`config.mk`:
```
export PLATFORM = sky130hd
export DESIGN_NAME = variable_byte_integer_decoder_unit_flat
export DESIGN_NICKNAME = d
export VERILOG_FILES = /design/src/vbid_pkg.sv /design/src/vbid_if.sv /design/src/variable_byte_integer_decoder_unit.sv /design/src/flat_wrapper.sv
export SDC_FILE = /design/constraint.sdc
export NUM_CORES = 1
export LEC_CHECK = 0
export BUFFER_PORTS_ARGS = -buffer_cell sky130_fd_sc_hd__buf_2
export CAP_MARGIN = 20
export CORE_MARGIN = 1
export CORE_UTILIZATION = 54
export DETAILED_ROUTE_END_ITERATION = 8
export PLACE_DENSITY = 0.8
export SLEW_MARGIN = 15
export SYNTH_ARGS = -nofsm -noshare
export SYNTH_HDL_FRONTEND = slang
export SYNTH_SLANG_ARGS = --single-unit
```
`constraint.sdc`:
```
create_clock -name i_clk -period 4.1 [get_ports i_clk]
set_clock_uncertainty 0.05 [all_clocks]
set_input_delay 0.615 -clock i_clk [delete_from_list [all_inputs] [get_ports i_clk]]
set_output_delay 0.615 -clock i_clk [all_outputs]
set_load 0.03 [all_outputs]
```
`src/vbid_pkg.sv`:
```
`default_nettype none

package vbid_pkg;

    // Field widths
    localparam int unsigned VBID_BYTE_W  = 8;
    localparam int unsigned VBID_VALUE_W = 64;
    localparam int unsigned VBID_COUNT_W = 4;

    // Byte layout
    localparam int unsigned VBID_CONT_BIT  = 7;
    localparam int unsigned VBID_SIGN_BIT  = 6;
    localparam int unsigned VBID_DIGIT_W   = 7;
    localparam logic [7:0]  VBID_MASK_U    = 8'h7f;
    localparam logic [7:0]  VBID_MASK_S    = 8'h3f;

    // Shift of a digit: 7 * bytes seen, at most 105
    localparam int unsigned VBID_SHIFT_W   = 7;
    localparam int unsigned VBID_PLACE_W   = VBID_VALUE_W + VBID_DIGIT_W;
    localparam logic [VBID_COUNT_W-1:0] VBID_COUNT_MAX = '1;

    typedef logic [VBID_VALUE_W-1:0] t_value;
    typedef logic [VBID_COUNT_W-1:0] t_count;

endpackage

`default_nettype wire

```
`src/vbid_if.sv`:
```
`default_nettype none

// Encoded byte channel
interface vbid_in_if;
    logic       valid;
    logic       ready;
    logic [7:0] data_byte;
    logic       signed_value;

    modport source (output valid, output data_byte, output signed_value, input ready);
    modport sink   (input valid, input data_byte, input signed_value, output ready);
endinterface

// Decoded number channel
interface vbid_out_if;
    logic        valid;
    logic        ready;
    logic [63:0] value_bits;
    logic [3:0]  byte_count;
    logic        overflow;

    modport source (output valid, output value_bits, output byte_count, output overflow,
                    input ready);
    modport sink   (input valid, input value_bits, input byte_count, input overflow,
                    output ready);
endinterface

`default_nettype wire

```
`src/variable_byte_integer_decoder_unit.sv`:
```
// Flow: a final byte is accepted into the input register, and its result is then loaded
// into the output register and offered from there.
// Throughput: one byte per cycle; the digit shift and negate sit between the input
// register and the output register, and a waiting result stalls only final bytes.
// Reset: synchronous, active low; clears the valid flags, accumulator, byte count
// and overflow flag. Payload registers are not reset.
`default_nettype none

module variable_byte_integer_decoder_unit
    import vbid_pkg::*;
(
    input  wire logic   i_clk,
    input  wire logic   i_rst_n,
    vbid_in_if.sink     i_in,
    vbid_out_if.source  o_out
);

    // Input register
    logic                   r_s1_valid;
    logic [VBID_BYTE_W-1:0] r_s1_byte;
    logic                   r_s1_sgn;

    // Number state
    t_value r_acc;
    t_count r_bytes_seen;
    logic   r_ovf_seen;

    // Output register
    logic   r_out_valid;
    t_value r_out_value;
    t_count r_out_count;
    logic   r_out_ovf;

    logic                    s1_final;
    logic                    s1_adv;
    logic                    in_take;
    logic [VBID_BYTE_W-1:0]  digit;
    logic [VBID_SHIFT_W-1:0] shift;
    logic [VBID_PLACE_W-1:0] placed;
    logic                    shift_ok;
    logic                    ovf_new;
    t_value                  acc_sum;
    t_value                  n_value;
    t_count                  n_count;

    // Stage advances unless a final byte meets a held result
    assign s1_final = r_s1_valid && !r_s1_byte[VBID_CONT_BIT];
    assign s1_adv   = r_s1_valid && (!s1_final || !r_out_valid || o_out.ready);
    assign i_in.ready = !r_s1_valid || s1_adv;
    assign in_take  = i_in.valid && i_in.ready;

    // Place the digit at 7 * bytes seen and detect dropped ones
    always_comb begin
        if (s1_final && r_s1_sgn) begin
            digit = r_s1_byte & VBID_MASK_S;
        end else begin
            digit = r_s1_byte & VBID_MASK_U;
        end
        shift    = {r_bytes_seen, 3'b000} - {3'b000, r_bytes_seen};
        shift_ok = shift < VBID_SHIFT_W'(VBID_VALUE_W);
        placed   = shift_ok ? (VBID_PLACE_W'(digit[VBID_DIGIT_W-1:0]) << shift) : '0;
        if (shift_ok) begin
            ovf_new = |placed[VBID_PLACE_W-1:VBID_VALUE_W];
        end else begin
            ovf_new = |digit;
        end
        acc_sum = r_acc | placed[VBID_VALUE_W-1:0];
        if (r_s1_sgn && r_s1_byte[VBID_SIGN_BIT]) begin
            n_value = '0 - acc_sum;
        end else begin
            n_value = acc_sum;
        end
        n_count = (r_bytes_seen == VBID_COUNT_MAX) ? r_bytes_seen
                                                    : r_bytes_seen + t_count'(1);
    end

    // Control and number state
    always_ff @(posedge i_clk) begin
        if (!i_rst_n) begin
            r_s1_valid   <= 1'b0;
            r_out_valid  <= 1'b0;
            r_acc        <= '0;
            r_bytes_seen <= '0;
            r_ovf_seen   <= 1'b0;
        end else begin
            if (i_in.ready) begin
                r_s1_valid <= i_in.valid;
            end
            if (s1_adv && s1_final) begin
                r_out_valid <= 1'b1;
            end else if (o_out.ready) begin
                r_out_valid <= 1'b0;
            end
            if (s1_adv) begin
                if (s1_final) begin
                    r_acc        <= '0;
                    r_bytes_seen <= '0;
                    r_ovf_seen   <= 1'b0;
                end else begin
                    r_acc        <= acc_sum;
                    r_bytes_seen <= n_count;
                    r_ovf_seen   <= r_ovf_seen | ovf_new;
                end
            end
        end
    end

    // Payload registers
    always_ff @(posedge i_clk) begin
        if (in_take) begin
            r_s1_byte <= i_in.data_byte;
            r_s1_sgn  <= i_in.signed_value;
        end
        if (s1_adv && s1_final) begin
            r_out_value <= n_value;
            r_out_count <= n_count;
            r_out_ovf   <= r_ovf_seen | ovf_new;
        end
    end

    assign o_out.valid      = r_out_valid;
    assign o_out.value_bits = r_out_value;
    assign o_out.byte_count = r_out_count;
    assign o_out.overflow   = r_out_ovf;

`ifndef SYNTHESIS
    // A completed number leaves clean state behind
    a_clear_after_final: assert property (@(posedge i_clk) disable iff (!i_rst_n)
        (s1_adv && s1_final) |=> (r_acc == '0 && r_bytes_seen == '0 && !r_ovf_seen))
        else $error("state not cleared after final byte");

    // A continuation byte counts once, saturating
    a_count_step: assert property (@(posedge i_clk) disable iff (!i_rst_n)
        (s1_adv && !s1_final && r_bytes_seen != VBID_COUNT_MAX)
        |=> (r_bytes_seen == $past(r_bytes_seen) + t_count'(1)))
        else $error("byte count did not advance");

    // Every held result covers at least one byte
    a_count_nonzero: assert property (@(posedge i_clk) disable iff (!i_rst_n)
        r_out_valid |-> (r_out_count != '0))
        else $error("result with zero byte count");

    // Input is refused only while the stage holds a stalled final byte
    a_stall_cause: assert property (@(posedge i_clk) disable iff (!i_rst_n)
        !i_in.ready |-> (s1_final && r_out_valid && !o_out.ready))
        else $error("input stalled without cause");
`endif

endmodule

`default_nettype wire
```
`src/flat_wrapper.sv`:
```
// flat-port wrapper written by rule: the top's interface ports become plain ports
module variable_byte_integer_decoder_unit_flat import vbid_pkg::*;
  (i_clk, i_rst_n, i_in_valid, i_in_data_byte, i_in_signed_value, i_in_ready, o_out_valid, o_out_value_bits, o_out_byte_count, o_out_overflow, o_out_ready);
  vbid_in_if i_in_i ();
  vbid_out_if o_out_i ();
  input  wire logic i_clk;
  input  wire logic i_rst_n;
  input wire logic [$bits(i_in_i.valid)-1:0] i_in_valid;
  input wire logic [$bits(i_in_i.data_byte)-1:0] i_in_data_byte;
  input wire logic [$bits(i_in_i.signed_value)-1:0] i_in_signed_value;
  output wire logic [$bits(i_in_i.ready)-1:0] i_in_ready;
  output wire logic [$bits(o_out_i.valid)-1:0] o_out_valid;
  output wire logic [$bits(o_out_i.value_bits)-1:0] o_out_value_bits;
  output wire logic [$bits(o_out_i.byte_count)-1:0] o_out_byte_count;
  output wire logic [$bits(o_out_i.overflow)-1:0] o_out_overflow;
  input wire logic [$bits(o_out_i.ready)-1:0] o_out_ready;
  assign i_in_i.valid = i_in_valid;
  assign i_in_i.data_byte = i_in_data_byte;
  assign i_in_i.signed_value = i_in_signed_value;
  assign i_in_ready = i_in_i.ready;
  assign o_out_valid = o_out_i.valid;
  assign o_out_value_bits = o_out_i.value_bits;
  assign o_out_byte_count = o_out_i.byte_count;
  assign o_out_overflow = o_out_i.overflow;
  assign o_out_i.ready = o_out_ready;
  variable_byte_integer_decoder_unit u_core (.i_clk(i_clk), .i_rst_n(i_rst_n), .i_in(i_in_i), .o_out(o_out_i));
endmodule
```
==> key figures <==
Setup path
  • CP Class: reg2reg
  • Worst EP required: 4.29 ns
  • Worst-path fanout max: 28
  • Worst R2R Path Depth: 14
  • Worst EP arrival: about 4.2 ns
  • Worst Setup End Kind: register
  • Nature of the critical path startpoint: register

Clocking
  • H-tree lvl count: 4
  • Clock buffer depth: 2
  • Worst-skew pair later-pin latency: 0.43 ns
  • CTS Sinks: 149
  • Clk slew on worst S/H paths: 0.07 ns
  • # hold bufs at CTS: 0
  • Root buffer cell: clkbuf_16
  • CTS tree: yes
  • CTS Buf Count: 17

Route
  • DRC errors left: 0
  • Drt wl/cell: 21.50 µm
  • Routed Antenna Nets: 0
  • Vias: 9,137
  • Drt via density: 6.494
  • Drt pass-1 iters: 5
  • Final WL: between 30 and 40 mm
  • Initial DRC Count: 1,174

Power and ir drop
  • Sw Share: 0.3088
  • Clk pwr share: 0.371
  • Reg power frac: 0.386
  • NetSw: 1.319 mW
  • Peak VDD IR: 0.3163 mV
  • Pwr/cell area: between 300 and 400 mW/mm²
  • Comb pwr share: 0.243
  • Power Internal: 2.951 mW
  • Pleak: 4.523 nW

Hold path
  • WHS Path Cells: 1
  • Hold WC Path Type: in2reg

Final layout
  • # fillers: 1,193
  • Fin cells: roughly 1,400
  • Share of cells above drive strength 1: 0.3039
  • Most frequent cells in the layout: buf_4 (163), nor2_1 (123), a21oi_1 (88), buf_2 (83), edfxtp_1 (78)
  • Ant. Diodes: 0
  • Commonest non-fill, non-tap cell in the layout: buf_4
  • Seq. cell area: 0.003766 mm²
  • Final net count: 1,195
  • Footprint of the multi-input gates: 0.005086 mm²
  • Area Growth Syn to Fin: 29.56%

Timing
  • Slew Limit Fails: 0
  • Final Hold Fails: 0
  • RSZ-0062 raised after global routing: yes
  • Setup TNS: 0 ns
  • Slew HR: 0.3135
  • F_max: around 250 MHz
  • Final setup viols: 0
  • Worst hold margin: just over 0.3 ns
  • Fin crit period: 4.029 ns
  • Worst slew pin tran: 1.030 ns
  • Fin crit share: 0.9827

Synthesis
  • Largest cells by area after synthesis: edfxtp_1 (26%), dfxtp_1 (16%), nor2_1 (5.2%)
  • Post-Synthesis Cell Area: ~0.009 mm²
  • Post-synthesis sequential element count: approximately 150
  • EDFF count, synth: 78
  • Library cells used by synthesis: 92
  • Main flop type after synthesis: edfxtp_1
  • Syn Nets: 987
  • Syn. warnings: 0
  • Post-synth top area share: 0.2640
  • Seq/Total Area, Yosys: 0.4243
  • Synth area leader: edfxtp_1
  • Avg Cell Area, Syn: approximately 9.1 µm²
  • Asr flop ratio synth: 0
  • Synth Instances: 970

Floorplan
  • DIE HEIGHT: 130.2 µm
  • Die area: 0.01694 mm²
  • Die X: 130.2 µm
  • Initial Utilization: 0.5564
  • Top Ports: 84
  • Core Rows: 46
  • Core footprint: around 0.016 mm²

GRT
  • Gr ovfl total: 0
  • Largest net degree at the start of global routing: 46
  • Number of global-route vias before repair: 8,402
  • Gr usage total: 0.3650
  • First-pass GRT wire length: around 46 mm
  • Antenna violations before repair: 0

Placed design
  • Placed Cells incl. Taps: 1,370
  • Number of port buffers: 83
  • RePlAce Congestion: 0.9984
  • Detailed Place HPWL: 22.07 mm

Run status
  • Outcome: finished clean

Job
  • Max cap viols: 0
==> worst max-delay path: stages, from the launching register on <==
cell	delay, ns
dfxtp_2	0.35
buf_4	0.14
buf_12	0.18
mux4_2	0.57
or3_1	0.39
a222oi_1	0.26
buf_4	0.18
a21boi_1	0.07
buf_4	0.14
a2111o_1	0.41
nor4_1	0.27
buf_4	0.21
and3_1	0.25
a211oi_1	0.11
a211oi_1	0.25
==> worst paths after layout <==
kind	from	to	slack [ns]
max reg2reg	u_core.r_bytes_seen[0]	u_core.o_out.value_bits[62]	0.07
min reg2reg	u_core.r_acc[54]	u_core.r_acc[54]	0.44
min	i_in_data_byte[3]	u_core.r_s1_byte[3]	0.31
max	u_core.r_bytes_seen[0]	u_core.o_out.value_bits[62]	0.07
==> cell type report <==
cell class	instances	area share
Timing Repair Buffer	251	0.1506
Multi-Input combinational cell	747	0.4425
Inverter	12	0.004028
Clock buffer	17	0.03701
Clock inverter	15	0.01470
Tap cell	216	0.02351
Sequential cell	149	0.3277
==> what timing repair did <==
item	4_1_cts	5_1_grt
setup buffers	0	5
pin swaps	0	11
endpoints found under the hold margin	0	0
resized for setup	5	34
endpoints found under the setup margin	10	34
==> power by group through the flow <==
stage | clock (mW) | sequential, mW | combinational (mW)
2_1_floorplan | 0 | 1.73 | 0.520
3_5_place_dp | 0 | 1.68 | 0.944
3_3_place_gp | 0 | 1.68 | 0.931
4_1_cts | 1.60 | 1.65 | 0.955
6_report | 1.58 | 1.65 | 1.04
5_1_grt | 1.66 | 1.65 | 1.10
==> cell families (layout without fill, tap and decap cells) <==
family                   after synthesis  after routing  synth area share
AO/OA/AOI/OAI                        283            283            0.2233
XOR/XNOR                              63             63           0.06220
adder cells (fa/ha/maj)                4              4          0.005642
buffers and inverters                 74            295           0.03582
flip-flops                           149            149            0.4243
multiplexers                          17             17           0.02454
AND/OR/NAND/NOR                      380            380            0.2243
==> registers in the layout, summed over array words and instances (netlist names), 4 cells and up <==
signal	count
u_core.o_out.value_bits	64
u_core.o_out.byte_count	4
u_core.r_s1_byte	8
u_core.r_acc	64
u_core.r_bytes_seen	4
==> layer usage <==
metal | part of all wire | vias to the layer above | global-route usage
met4 | 0.042 | 0 | 0.1628
met1 | 0.41 | 4345 | 0.4763
li1 | - | 4110 | -
met5 | 0 | - | 0
met3 | 0.094 | 116 | 0.08733
met2 | 0.46 | 566 | 0.5738
==> stage by stage <==
stage	utilization	total power, mW	instance area, µm²	setup WS [ns]
after floorplan	-	2.250	8954	-0.01334
after global placement	0.6680	2.612	10650	-0.1271
after detailed placement	0.6680	2.625	10650	-0.1378
after CTS	0.7067	4.200	11270	0.007239
after global routing	0.7209	4.406	11490	-0.05387
final	0.7209	4.270	11490	0.07089
==> cell usage after synthesis (8+ instances only) <==
cell type  instances
a211oi_1          12
a21o_1             9
a21oi_1           91
a221oi_1           8
a31oi_1           20
and2_1            17
and3_1            11
buf_2             11
clkbuf_1          44
dfxtp_1           71
edfxtp_1          78
inv_1             10
mux2_2             8
nand2_1           43
nand2b_1          13
nand3_1           17
nand4_1            9
nor2_1           124
nor2b_1           12
nor3_1            63
nor4_1            12
o21ai_0           24
o31ai_1           21
or3_1             12
xnor2_1           37
xor2_1            26
(Power assumes the default switching activity.)
